===== src/sv/psw_pkg.sv =====
// ============================================================================
// Pump speed window monitor package
// Shared types, register indexes and constant-divide helpers.
// ============================================================================
`default_nettype none

package psw_pkg;

    // Field widths.
    localparam int FLOW_W  = 14;
    localparam int COUNT_W = 16;
    localparam int TICKS_W = 16;

    // Configuration port.
    localparam int CFG_INDEX_W = 1;
    localparam int CFG_DATA_W  = 16;

    localparam logic [CFG_INDEX_W-1:0] REG_BLOOD_PERSIST = 1'd0;
    localparam logic [CFG_INDEX_W-1:0] REG_UF_PERSIST    = 1'd1;

    // Reset values.
    localparam logic [TICKS_W-1:0] BLOOD_PERSIST_RESET = 16'd10000;
    localparam logic [TICKS_W-1:0] UF_PERSIST_RESET    = 16'd15000;
    localparam logic [TICKS_W-1:0] COUNTDOWN_RESET     = 16'd10000;

    // Item kinds carried in the action field.
    localparam logic ACT_TICK  = 1'b0;
    localparam logic ACT_CHECK = 1'b1;

    // Widths of the window terms.
    localparam int MUL17_W = 19;  // flow * 17, flow up to 16383
    localparam int BEXP_W  = 15;  // blood expected count, up to 27851
    localparam int BTOL_W  = 12;  // blood tolerance, up to 2785
    localparam int UEXP_W  = 17;  // uf expected count, up to 69627
    localparam int UTOL_W  = 13;  // uf tolerance, up to 6962

    // Reciprocal constants: floor(x/d) = (x * M) >> S over the used input range.
    localparam logic [18:0] DIV10_MUL   = 19'd419431;
    localparam int          DIV10_SHIFT = 22;
    localparam logic [19:0] DIV100_MUL  = 20'd671089;
    localparam int          DIV100_SHIFT = 26;
    localparam logic [15:0] DIV5_MUL    = 16'd52429;
    localparam int          DIV5_SHIFT  = 18;

    // One input word.
    typedef struct packed {
        logic               action;
        logic [FLOW_W-1:0]  blood_flow_set;
        logic               high_flow;
        logic [FLOW_W-1:0]  uf_flow_set;
        logic [COUNT_W-1:0] blood_count;
        logic [COUNT_W-1:0] uf_count;
    } psw_item_t;

    // Expected counts and tolerances handed to the countdown stage.
    typedef struct packed {
        logic               action;
        logic [BEXP_W-1:0]  blood_expect;
        logic [BTOL_W-1:0]  blood_tol;
        logic [UEXP_W-1:0]  uf_expect;
        logic [UTOL_W-1:0]  uf_tol;
        logic [COUNT_W-1:0] blood_count;
        logic [COUNT_W-1:0] uf_count;
    } psw_window_t;

    // Divide by ten for values below 2^19.
    function automatic logic [BEXP_W-1:0] div10(input logic [MUL17_W-1:0] x);
        logic [37:0] prod;
        prod = 38'(x) * 38'(DIV10_MUL);
        return BEXP_W'(prod >> DIV10_SHIFT);
    endfunction

    // Divide by one hundred for values below 2^19.
    function automatic logic [BTOL_W-1:0] div100(input logic [MUL17_W-1:0] x);
        logic [38:0] prod;
        prod = 39'(x) * 39'(DIV100_MUL);
        return BTOL_W'(prod >> DIV100_SHIFT);
    endfunction

    // Divide by five for 16-bit values.
    function automatic logic [UTOL_W-1:0] div5(input logic [15:0] x);
        logic [31:0] prod;
        prod = 32'(x) * 32'(DIV5_MUL);
        return UTOL_W'(prod >> DIV5_SHIFT);
    endfunction

endpackage

`default_nettype wire


===== src/sv/psw_if.sv =====
// ============================================================================
// Pump speed window monitor channels
// Valid/ready channels for the input words and the alarm words.
// ============================================================================
`default_nettype none

interface psw_item_if;
    logic                   valid;
    logic                   ready;
    logic                   action;
    logic [13:0]            blood_flow_set;
    logic                   high_flow;
    logic [13:0]            uf_flow_set;
    logic [15:0]            blood_count;
    logic [15:0]            uf_count;

    modport source (
        output valid, action, blood_flow_set, high_flow, uf_flow_set,
               blood_count, uf_count,
        input  ready
    );
    modport sink (
        input  valid, action, blood_flow_set, high_flow, uf_flow_set,
               blood_count, uf_count,
        output ready
    );
endinterface

interface psw_alarm_if;
    logic valid;
    logic ready;
    logic blood_alarm;
    logic uf_alarm;

    modport source (
        output valid, blood_alarm, uf_alarm,
        input  ready
    );
    modport sink (
        input  valid, blood_alarm, uf_alarm,
        output ready
    );
endinterface

`default_nettype wire


===== src/sv/pump_speed_window_monitor.sv =====
// ============================================================================
// Pump speed window monitor
// Checks blood and ultrafiltration pump speeds against setpoint windows.
// ============================================================================
// The block takes one word per clock cycle while input ready is high, and
// returns the alarm word of a speed check through the input, window and
// result registers; a tick word decrements the countdowns and returns
// nothing. The input register feeds the constant multipliers that form the
// windows, and the window register feeds the compare and countdown logic
// ahead of the result register. Input ready drops only while a finished
// alarm word waits at the result port and a check sits behind it.
`default_nettype none

module pump_speed_window_monitor
    import psw_pkg::*;
(
    input  wire logic                   clk,
    input  wire logic                   rst_n,
    psw_item_if.sink                    item,
    psw_alarm_if.source                 alarm,
    input  wire logic                   cfg_we,
    input  wire logic [CFG_INDEX_W-1:0] cfg_index,
    input  wire logic [CFG_DATA_W-1:0]  cfg_wdata
);

    psw_window_t win;
    logic        win_valid;
    logic        win_ready;

    // Window computation.
    psw_window u_window (
        .clk       (clk),
        .rst_n     (rst_n),
        .item      (item),
        .win       (win),
        .win_valid (win_valid),
        .win_ready (win_ready)
    );

    // Countdowns and result.
    psw_persist u_persist (
        .clk       (clk),
        .rst_n     (rst_n),
        .win       (win),
        .win_valid (win_valid),
        .win_ready (win_ready),
        .cfg_we    (cfg_we),
        .cfg_index (cfg_index),
        .cfg_wdata (cfg_wdata),
        .alarm     (alarm)
    );

endmodule

`default_nettype wire


===== src/sv/psw_window.sv =====
// ============================================================================
// Speed window stage
// Registers the input word and forms the expected counts and tolerances.
// ============================================================================
`default_nettype none

module psw_window
    import psw_pkg::*;
(
    input  wire logic   clk,
    input  wire logic   rst_n,
    psw_item_if.sink    item,
    output psw_window_t win,
    output logic        win_valid,
    input  wire logic   win_ready
);

    logic        in_valid_reg;
    psw_item_t   in_reg;
    logic        win_valid_reg;
    psw_window_t win_reg;
    psw_window_t win_next;
    logic        win_load;

    logic [MUL17_W-1:0] blood_x17;
    logic [MUL17_W-1:0] uf_x17;
    logic [MUL17_W-1:0] div10_in;
    logic [BEXP_W-1:0]  quot10;
    logic [BTOL_W-1:0]  quot100;
    logic [BEXP_W-1:0]  blood_expect;
    logic [BTOL_W-1:0]  blood_tol_raw;

    // The window register takes a new word when empty or when drained.
    assign win_load   = !win_valid_reg || win_ready;
    assign item.ready = !in_valid_reg || win_load;

    // Input register.
    always_ff @(posedge clk or negedge rst_n)
    begin
        if (!rst_n)
        begin
            in_valid_reg <= 1'b0;
        end
        else if (item.ready)
        begin
            in_valid_reg <= item.valid;
        end
    end

    always_ff @(posedge clk)
    begin
        if (item.valid && item.ready)
        begin
            in_reg.action         <= item.action;
            in_reg.blood_flow_set <= item.blood_flow_set;
            in_reg.high_flow      <= item.high_flow;
            in_reg.uf_flow_set    <= item.uf_flow_set;
            in_reg.blood_count    <= item.blood_count;
            in_reg.uf_count       <= item.uf_count;
        end
    end

    // Expected counts and tolerances by constant multiplies.
    // The tolerance of a floored quotient is taken straight from the setpoint,
    // so floor(floor(17f/10)/10) is floor(17f/100).
    always_comb
    begin
        blood_x17 = (MUL17_W'(in_reg.blood_flow_set) << 4)
                  + MUL17_W'(in_reg.blood_flow_set);
        uf_x17    = (MUL17_W'(in_reg.uf_flow_set) << 4)
                  + MUL17_W'(in_reg.uf_flow_set);

        div10_in = in_reg.high_flow ? MUL17_W'(in_reg.blood_flow_set) : blood_x17;
        quot10   = div10(div10_in);
        quot100  = div100(blood_x17);

        blood_expect  = in_reg.high_flow ? BEXP_W'(in_reg.blood_flow_set) : quot10;
        blood_tol_raw = in_reg.high_flow ? BTOL_W'(quot10) : quot100;

        win_next.action       = in_reg.action;
        win_next.blood_expect = blood_expect;
        // Small expected counts get a window of the whole count.
        win_next.blood_tol    = (blood_expect > BEXP_W'(10)) ? blood_tol_raw
                                                             : BTOL_W'(blood_expect);
        win_next.uf_expect    = UEXP_W'(uf_x17 >> 2);
        win_next.uf_tol       = div5(16'(uf_x17 >> 3));
        win_next.blood_count  = in_reg.blood_count;
        win_next.uf_count     = in_reg.uf_count;
    end

    // Window register.
    always_ff @(posedge clk or negedge rst_n)
    begin
        if (!rst_n)
        begin
            win_valid_reg <= 1'b0;
        end
        else if (win_load)
        begin
            win_valid_reg <= in_valid_reg;
        end
    end

    always_ff @(posedge clk)
    begin
        if (win_load)
        begin
            win_reg <= win_next;
        end
    end

    assign win       = win_reg;
    assign win_valid = win_valid_reg;

endmodule

`default_nettype wire


===== src/sv/psw_persist.sv =====
// ============================================================================
// Persistence countdown stage
// Compares counts with the windows, runs the four countdowns, holds the
// reload registers and the result register.
// ============================================================================
`default_nettype none

module psw_persist
    import psw_pkg::*;
(
    input  wire logic                   clk,
    input  wire logic                   rst_n,
    input  wire psw_window_t            win,
    input  wire logic                   win_valid,
    output logic                        win_ready,
    input  wire logic                   cfg_we,
    input  wire logic [CFG_INDEX_W-1:0] cfg_index,
    input  wire logic [CFG_DATA_W-1:0]  cfg_wdata,
    psw_alarm_if.source                 alarm
);

    logic [TICKS_W-1:0] blood_persist_reg;
    logic [TICKS_W-1:0] uf_persist_reg;

    logic [TICKS_W-1:0] blood_over_reg,  blood_over_next;
    logic [TICKS_W-1:0] blood_under_reg, blood_under_next;
    logic [TICKS_W-1:0] uf_over_reg,     uf_over_next;
    logic [TICKS_W-1:0] uf_under_reg,    uf_under_next;

    logic alarm_valid_reg;
    logic blood_alarm_reg, blood_alarm_next;
    logic uf_alarm_reg,    uf_alarm_next;

    logic               out_free;
    logic               fire;
    logic               is_check;
    logic [COUNT_W-1:0] blood_hi, blood_lo;
    logic [UEXP_W-1:0]  uf_hi, uf_lo;
    logic               blood_above, blood_below;
    logic               uf_above, uf_below;

    function automatic logic [TICKS_W-1:0] dec_nonzero(input logic [TICKS_W-1:0] v);
        return (v != '0) ? v - TICKS_W'(1) : '0;
    endfunction

    // A tick leaves no word, so it drains even while the result waits.
    assign is_check  = (win.action == ACT_CHECK);
    assign out_free  = !alarm_valid_reg || alarm.ready;
    assign win_ready = !is_check || out_free;
    assign fire      = win_valid && win_ready;

    // Window bounds; the tolerance never exceeds the expected count.
    always_comb
    begin
        blood_hi = COUNT_W'(win.blood_expect) + COUNT_W'(win.blood_tol);
        blood_lo = COUNT_W'(win.blood_expect) - COUNT_W'(win.blood_tol);
        uf_hi    = win.uf_expect + UEXP_W'(win.uf_tol);
        uf_lo    = win.uf_expect - UEXP_W'(win.uf_tol);

        blood_above = win.blood_count > blood_hi;
        blood_below = win.blood_count < blood_lo;
        uf_above    = UEXP_W'(win.uf_count) > uf_hi;
        uf_below    = UEXP_W'(win.uf_count) < uf_lo;
    end

    // Countdown update: a countdown reloads while its condition is absent.
    always_comb
    begin
        if (is_check)
        begin
            blood_over_next  = blood_above ? blood_over_reg  : blood_persist_reg;
            blood_under_next = blood_below ? blood_under_reg : blood_persist_reg;
            uf_over_next     = uf_above    ? uf_over_reg     : uf_persist_reg;
            uf_under_next    = uf_below    ? uf_under_reg    : uf_persist_reg;
        end
        else
        begin
            blood_over_next  = dec_nonzero(blood_over_reg);
            blood_under_next = dec_nonzero(blood_under_reg);
            uf_over_next     = dec_nonzero(uf_over_reg);
            uf_under_next    = dec_nonzero(uf_under_reg);
        end

        blood_alarm_next = (blood_over_next == '0) || (blood_under_next == '0);
        uf_alarm_next    = (uf_over_next == '0) || (uf_under_next == '0);
    end

    always_ff @(posedge clk or negedge rst_n)
    begin
        if (!rst_n)
        begin
            blood_over_reg  <= COUNTDOWN_RESET;
            blood_under_reg <= COUNTDOWN_RESET;
            uf_over_reg     <= COUNTDOWN_RESET;
            uf_under_reg    <= COUNTDOWN_RESET;
        end
        else if (fire)
        begin
            blood_over_reg  <= blood_over_next;
            blood_under_reg <= blood_under_next;
            uf_over_reg     <= uf_over_next;
            uf_under_reg    <= uf_under_next;
        end
    end

    // Reload registers.
    always_ff @(posedge clk or negedge rst_n)
    begin
        if (!rst_n)
        begin
            blood_persist_reg <= BLOOD_PERSIST_RESET;
            uf_persist_reg    <= UF_PERSIST_RESET;
        end
        else if (cfg_we)
        begin
            unique case (cfg_index)
                REG_BLOOD_PERSIST: blood_persist_reg <= TICKS_W'(cfg_wdata);
                REG_UF_PERSIST:    uf_persist_reg    <= TICKS_W'(cfg_wdata);
                default:           ;
            endcase
        end
    end

    // Result register.
    always_ff @(posedge clk or negedge rst_n)
    begin
        if (!rst_n)
        begin
            alarm_valid_reg <= 1'b0;
        end
        else if (out_free)
        begin
            alarm_valid_reg <= fire && is_check;
        end
    end

    always_ff @(posedge clk)
    begin
        if (out_free && fire && is_check)
        begin
            blood_alarm_reg <= blood_alarm_next;
            uf_alarm_reg    <= uf_alarm_next;
        end
    end

    assign alarm.valid       = alarm_valid_reg;
    assign alarm.blood_alarm = blood_alarm_reg;
    assign alarm.uf_alarm    = uf_alarm_reg;

endmodule

`default_nettype wire


===== src/flat_wrapper.sv =====
// flat-port wrapper written by rule: the top's interface ports become plain ports
module pump_speed_window_monitor_flat import psw_pkg::*;
  (clk, rst_n, cfg_we, cfg_index, cfg_wdata, item_valid, item_action, item_blood_flow_set, item_high_flow, item_uf_flow_set, item_blood_count, item_uf_count, item_ready, alarm_valid, alarm_blood_alarm, alarm_uf_alarm, alarm_ready);
  psw_item_if item_i ();
  psw_alarm_if alarm_i ();
  input  wire logic clk;
  input  wire logic rst_n;
  input  wire logic cfg_we;
  input  wire logic [CFG_INDEX_W-1:0] cfg_index;
  input  wire logic [CFG_DATA_W-1:0] cfg_wdata;
  input wire logic [$bits(item_i.valid)-1:0] item_valid;
  input wire logic [$bits(item_i.action)-1:0] item_action;
  input wire logic [$bits(item_i.blood_flow_set)-1:0] item_blood_flow_set;
  input wire logic [$bits(item_i.high_flow)-1:0] item_high_flow;
  input wire logic [$bits(item_i.uf_flow_set)-1:0] item_uf_flow_set;
  input wire logic [$bits(item_i.blood_count)-1:0] item_blood_count;
  input wire logic [$bits(item_i.uf_count)-1:0] item_uf_count;
  output wire logic [$bits(item_i.ready)-1:0] item_ready;
  output wire logic [$bits(alarm_i.valid)-1:0] alarm_valid;
  output wire logic [$bits(alarm_i.blood_alarm)-1:0] alarm_blood_alarm;
  output wire logic [$bits(alarm_i.uf_alarm)-1:0] alarm_uf_alarm;
  input wire logic [$bits(alarm_i.ready)-1:0] alarm_ready;
  assign item_i.valid = item_valid;
  assign item_i.action = item_action;
  assign item_i.blood_flow_set = item_blood_flow_set;
  assign item_i.high_flow = item_high_flow;
  assign item_i.uf_flow_set = item_uf_flow_set;
  assign item_i.blood_count = item_blood_count;
  assign item_i.uf_count = item_uf_count;
  assign item_ready = item_i.ready;
  assign alarm_valid = alarm_i.valid;
  assign alarm_blood_alarm = alarm_i.blood_alarm;
  assign alarm_uf_alarm = alarm_i.uf_alarm;
  assign alarm_i.ready = alarm_ready;
  pump_speed_window_monitor u_core (.clk(clk), .rst_n(rst_n), .item(item_i), .alarm(alarm_i), .cfg_we(cfg_we), .cfg_index(cfg_index), .cfg_wdata(cfg_wdata));
endmodule

===== config.mk =====
export PLATFORM = sky130hd
export DESIGN_NAME = pump_speed_window_monitor_flat
export DESIGN_NICKNAME = d
export VERILOG_FILES = /design/src/sv/psw_pkg.sv /design/src/sv/psw_if.sv /design/src/sv/pump_speed_window_monitor.sv /design/src/sv/psw_window.sv /design/src/sv/psw_persist.sv /design/src/flat_wrapper.sv
export SDC_FILE = /design/constraint.sdc
export NUM_CORES = 2
export LEC_CHECK = 0
export BUFFER_PORTS_ARGS = -buffer_cell sky130_fd_sc_hd__clkbuf_2
export CORE_UTILIZATION = 47
export DETAILED_ROUTE_END_ITERATION = 12
export GPL_TIMING_DRIVEN = 0
export SLEW_MARGIN = 20
export SYNTH_ARGS = -nofsm -noshare
export SYNTH_HDL_FRONTEND = slang
export SYNTH_SLANG_ARGS = --single-unit

===== constraint.sdc =====
create_clock -name clk -period 12.45 [get_ports clk]
set_input_delay 1.8675 -clock clk [delete_from_list [all_inputs] [get_ports clk]]
set_output_delay 1.8675 -clock clk [all_outputs]
set_load 0.02 [all_outputs]

# Word-level counts from Yosys, hierarchy flattened
# Cells that the tools add are included.
dict set report word_totals {
  reg_bits 253
  output_inout_bits 4
  wordCells 84
  input_bits 84
}
dict set report classes {
  multipliers 3
  order_cmp 5
  addsub 10
  reduce_logical 25
  n_bitwise 1
  muxes 16
}
# operator count
set op_table {}
lappend op_table {{2-to-1 mux 16 bit} 12}
lappend op_table {{logical NOT 16 bit} 4}
lappend op_table {{nonzero test 16 bit} 4}
lappend op_table {{subtractor 16 x 1 -> 16 bit (second input constant)} 4}
lappend op_table {{adder 18 x 14 -> 19 bit} 2}
lappend op_table {{multiplier 19 x 20 -> 38 bit (second input constant)} 1}
lappend op_table {{multiplier 19 x 19 -> 37 bit (second input constant)} 1}
lappend op_table {{multiplier 16 x 16 -> 31 bit (second input constant)} 1}
lappend op_table {{2-to-1 mux 12 bit} 2}
lappend op_table {{2-to-1 mux 19 bit} 1}
lappend op_table {{adder 17 x 13 -> 17 bit} 1}
lappend op_table {{greater-than comparator 16 x 17 -> 1 bit} 1}
lappend op_table {{less-than comparator 16 x 17 -> 1 bit} 1}
lappend op_table {{subtractor 17 x 13 -> 17 bit} 1}
lappend op_table {{adder 15 x 12 -> 16 bit} 1}
lappend op_table {{greater-than comparator 16 bit} 1}
lappend op_table {{less-than comparator 16 bit} 1}
lappend op_table {{subtractor 15 x 12 -> 16 bit} 1}
lappend op_table {{greater-than comparator 15 x 4 -> 1 bit (second input constant)} 1}
lappend op_table {{2-to-1 mux 15 bit} 1}
lappend op_table {{logical OR 1 bit} 6}
lappend op_table {{logical AND 1 bit} 5}
lappend op_table {{logical NOT 1 bit} 4}
lappend op_table {{AND reduction 2 bit} 2}
lappend op_table {{NOT 1 bit} 1}

# Depth between registers and ports, before layout
dict set report logic_depth {
  ltp_word 6
  ltp_mapped 38
  mapped_depth_nobuf 36
}

# By module
# Synthesis repeated with hierarchy kept, for this count alone.
dict set report unflattened {
  cells_unflattened 3388
  hier_area_um2 33447.1
}
# mod area_each_um2 cells_per_inst seq_area_each_um2 n_inst
set by_module_without_submodules {}
lappend by_module_without_submodules {psw_window 23017.1 2108 4614.4 1}
lappend by_module_without_submodules {psw_persist 10430.0 1280 2527.4 1}

# Worst setup path after synthesis
# No wires, ideal clock.
dict set report synth_path {
  path_type {flip-flop to flip-flop}
  start {register u_core.u_window.in_reg[47] (netlist name)}
  end {register u_core.u_window.win_reg (netlist bit u_core.u_window.win[64]) (data pin)}
  setup_slack_ns 2.997
  arrival_ns 9.193
  required_time_ns 12.190
  stages_incl_launch_ff 37
  synth_period_minus_slack_ns 9.453
  setup_ns 0.260
  path_buffers 2
  cell_sequence {edfxtp_1 ha_1 fa_1 a21o_1 a21oi_1 o21bai_1 a21oi_1 o21ai_0 a21oi_1 o21ai_0 xor2_1 and2_1 clkbuf_1 inv_1 o21ai_0 ha_1 inv_1 fa_1 fa_1 inv_1 fa_1 inv_1 fa_1 inv_1 ha_1 a211oi_1 nor2_1 o41ai_2 o211ai_2 a311oi_1 xnor2_1 o21ai_0 or4_1 nor4_1 o211a_1 buf_2 mux2_2}
}
# item line_no
set synth_lines {}
lappend synth_lines {{from (decl)} psw_window.sv:19} ;# psw_item_t in_reg;
lappend synth_lines {{to (signal assigned)} psw_window.sv:108} ;# win_reg <= win_next;
lappend synth_lines {{to (decl)} psw_window.sv:21} ;# psw_window_t win_reg;

==> out/summary.md <==
The run finished with clean final reports. The initial antenna violation count is 9, and the count of fill cells added during filler insertion is 6438. The run gives 3 as the largest buffer count on any clock path. The via density per instance was 5.340; the y dimension of the die was 266.6 um. STA classifies the critical path startpoint as a register. Setup violations remaining at the end of the flow were counted as 0. The run gives 0 as the number of max-capacitance violations reported. The type of the worst min-delay path is register to register.

The dominant register cell in the synthesized netlist was edfxtp_1. The first-pass GRT wire length was 133400 um; the average cell area after synthesis was 9.853 um^2. The area share of the largest cell type after synthesis is 0.2163, and the area enclosed by the die boundary is 71080 um^2. For the core box area, the log shows 68950 um^2.

Summed over all failing endpoints, the final setup total negative slack is 0 ns. The starting DRC count in detailed routing is 1647. Grouping stages by cell kind, the critical path spends the most delay in adder cells.

The worst setup path is of the register to register kind. For this run, the top clock speed supported by timing is 85.82 MHz. Share of flip-flops with an asynchronous set or reset after synthesis: 0.3913. The maximum fanout along the worst path was 13. The tools report the end point of the critical path as u_core.u_window.win[64]$_DFFE_PP_. After clock tree synthesis, the flow added hold-fix buffers numbering 0. The register-to-register setup slack is 0.80 ns, and the actual slew at the worst max-slew pin is 1.140 ns. For the final max-slew violation count, the log shows 0. Setup repair after global routing left no endpoint under its margin. The biggest area consumer among synthesized cells was ha_1.

The count of nets left with antenna violations once routing finished came out at 0. The run gives 0.2413 as the overall global routing resource usage. TritonCTS created 31 clock buffers. In this run the worst setup path begins at u_core.u_window.in_reg[47]$_DFFE_PP_. In the post-synthesis netlist, the biggest area contributors are ha_1 22%, fa_1 21%, edfxtp_1 14%. For this design, the sink count on the clock tree is 253.

The post-route clock period utilization came out at 0.9360. Library cell with the highest instance count after synthesis: inv_1. Clock edge transition at the registers on the reported setup and hold paths: 0.06 ns.

The capturing element type of the critical path is a register. The tree is rooted in a clkbuf_16. The floorplan die width is 266.6 um, and the number of standard cells after synthesis is 3340. In the final layout, flip-flops and latches occupy 7142 um^2. The run gives 4465 as the layout net count. The synthesized design contains 154 enable-type register cells.

Data on the critical path arrives at its endpoint at 12.00 ns. The final layout contains routed wiring with a total length of 83600 um. The cell with the largest stage delay on the worst path was edfxtp_1. DRC violations left: 0. The number of flip-flops in the largest register works out to 90. For this block, the via count after detailed routing is 23625. The largest net degree at the start of global routing is 68, and the count of unique library cells instantiated by Yosys is 93. In this run the critical register-to-register path is launched from u_core.u_window.in_reg[47]$_DFFE_PP_.

At the later pin of the worst-skew pair, clock insertion delay measures 0.60 ns. Hold is met by 0.4157 ns. For the worst setup path, the data required time is 12.80 ns. The mapped netlist covers 32910 um^2. At the end of routability-driven placement, the weighted congestion stood at 0.9515. The tools report the part of the Yosys area used for sequential elements as 0.2170. The via count of the first global-routing pass is 23932.

The register bit count reported by yosys came out at 253. TritonCTS built the clock tree. The count of standard-cell rows was 96. The largest single stage delay on the critical path is 0.75 ns. The logs give 0 for the total count of hold-check failures in the final report and 1 for the number of H-tree levels. The total buffers and inverters traversed by the critical path is 7, and the logic depth of the worst path, buffers included is 36. Post-synthesis to final-layout area growth: 8.844%. The number of nets in the synthesized netlist is 4341.

Detailed placement ended at an HPWL of 69700 um. In this run the post-CTS setup repair buffer count came out at 0. For the starting utilization of the core area, the log shows 0.4773.

The total overflow left after global routing is 0. Number of cell instances on the worst register-to-register path: 36. The multi-input combinational cells in the finished layout cover a total of 22860 um^2. The wire length per cell after detailed routing was 18.90 um.

By count the netlist is led by 703 x inv_1, 569 x ha_1, 348 x fa_1, 186 x nand2_1, 154 x edfxtp_1. The share of post-route cells with drive strength above 1 came out at 0.07997. The end of the worst register-to-register path was u_core.u_window.win[64]$_DFFE_PP_. The run gives 0.3430 ns as the post-placement worst setup slack. The shortest period the worst path allows is 11.65 ns. The utilization of the core after routing came out at 0.5195. Input and output buffers added on the ports amount to 87.

By instance count, the cell type seen most on the critical path is fa_1. The worst clock skew is 0.02747 ns, and the number of warnings reported in the yosys synthesis log is 0. The run gives 0.2322 as the headroom to the max-slew limit. Once the clock tree was built, the resizer swapped 0 gates to a different size. During I/O placement, the number of pins put on the boundary was 88.

For the final critical-path setup slack, the log shows 0.7972 ns. The pre-antenna-repair detailed-routing pass consisted of 5 iterations.
==> metrics by stage <==
| step | cells | instance area [um^2] |
|---|---|---|
| after global routing | 4423 | 35820 |
| after global placement | 4358 | 34510 |
| after CTS | 4420 | 35800 |
| final | 4424 | 35820 |
| after floorplan | 3340 | 32910 |
| after detailed placement | 4362 | 34660 |
==> worst register-to-register path, delay by kind of cell (launching register included) <==
kind	cells	cell delay, ns
buffers and inverters	7	1.12
AO/OA/AOI/OAI	12	3.08
multiplexers	1	0.38
AND/OR/NAND/NOR	6	1.80
flip-flops	1	0.75
XOR/XNOR	2	0.79
adder cells (fa/ha/maj)	8	3.50
==> kinds of logic after synthesis <==
logic type | share of synthesized area
multiplexers | 0.02532
AO/OA/AOI/OAI | 0.1072
AND/OR/NAND/NOR | 0.09106
adder cells (fa/ha/maj) | 0.4280
buffers and inverters | 0.08927
flip-flops | 0.2170
XOR/XNOR | 0.04205
==> worst min path at each step <==
stage                                         start                                end  slack (ns)  depth (start not counted)
2_1_floorplan   u_core.u_window.in_reg[0]$_DFFE_PP_   u_core.u_window.win[0]$_DFFE_PP_        0.40                          0
3_3_place_gp   u_core.u_window.in_reg[16]$_DFFE_PP_  u_core.u_window.win[16]$_DFFE_PP_        0.40                          0
3_5_place_dp   u_core.u_window.in_reg[11]$_DFFE_PP_  u_core.u_window.win[11]$_DFFE_PP_        0.40                          0
4_1_cts        u_core.u_window.in_reg[24]$_DFFE_PP_  u_core.u_window.win[24]$_DFFE_PP_        0.41                          0
5_1_grt        u_core.u_window.in_reg[24]$_DFFE_PP_  u_core.u_window.win[24]$_DFFE_PP_        0.42                          0
6_report       u_core.u_window.in_reg[24]$_DFFE_PP_  u_core.u_window.win[24]$_DFFE_PP_        0.42                          0
==> placed cells by master, fill, tap and decap left out, drive strengths merged, types with 14 or more instances in the layout <==
cell / count
inv: 709
ha: 569
fa: 348
nand2: 188
clkbuf: 175
edfxtp: 154
nor2: 150
a21oi: 147
o21ai: 132
xnor2: 113
dfrtp: 67
nor3: 59
mux2: 58
xor2: 45
a21o: 42
nand3: 33
dfstp: 32
o21a: 30
nand2b: 28
nand4: 26
or3: 24
nor4: 22
and3: 21
nor2b: 21
a311oi: 21
o21bai: 20
a31oi: 18
mux2i: 18
buf: 17
o211ai: 15
a22oi: 14
==> metal layers <==
layer,global-route usage,up-vias,wire (um)
li1,-,11446,-
met1,0.3548,11497,40230
met2,0.3770,568,36760
met3,0.03294,104,5095
met4,0.05141,10,1436
met5,0,-,76
==> final cells by class <==
cell class | instances | area share
multi-input cells | 2313 | 0.6383
plain buffers | 68 | 0.008034
flip-flops and latches | 253 | 0.1994
inverters | 706 | 0.07399
clock buffers | 33 | 0.02274
well taps | 931 | 0.03252
diodes | 4 | 0.0002795
clock inverters | 25 | 0.009222
repair buffers | 91 | 0.01547
Power is left out: the tool's default activity adds up to more than one toggle a clock period on the data nets, which glitch-free logic cannot reach.
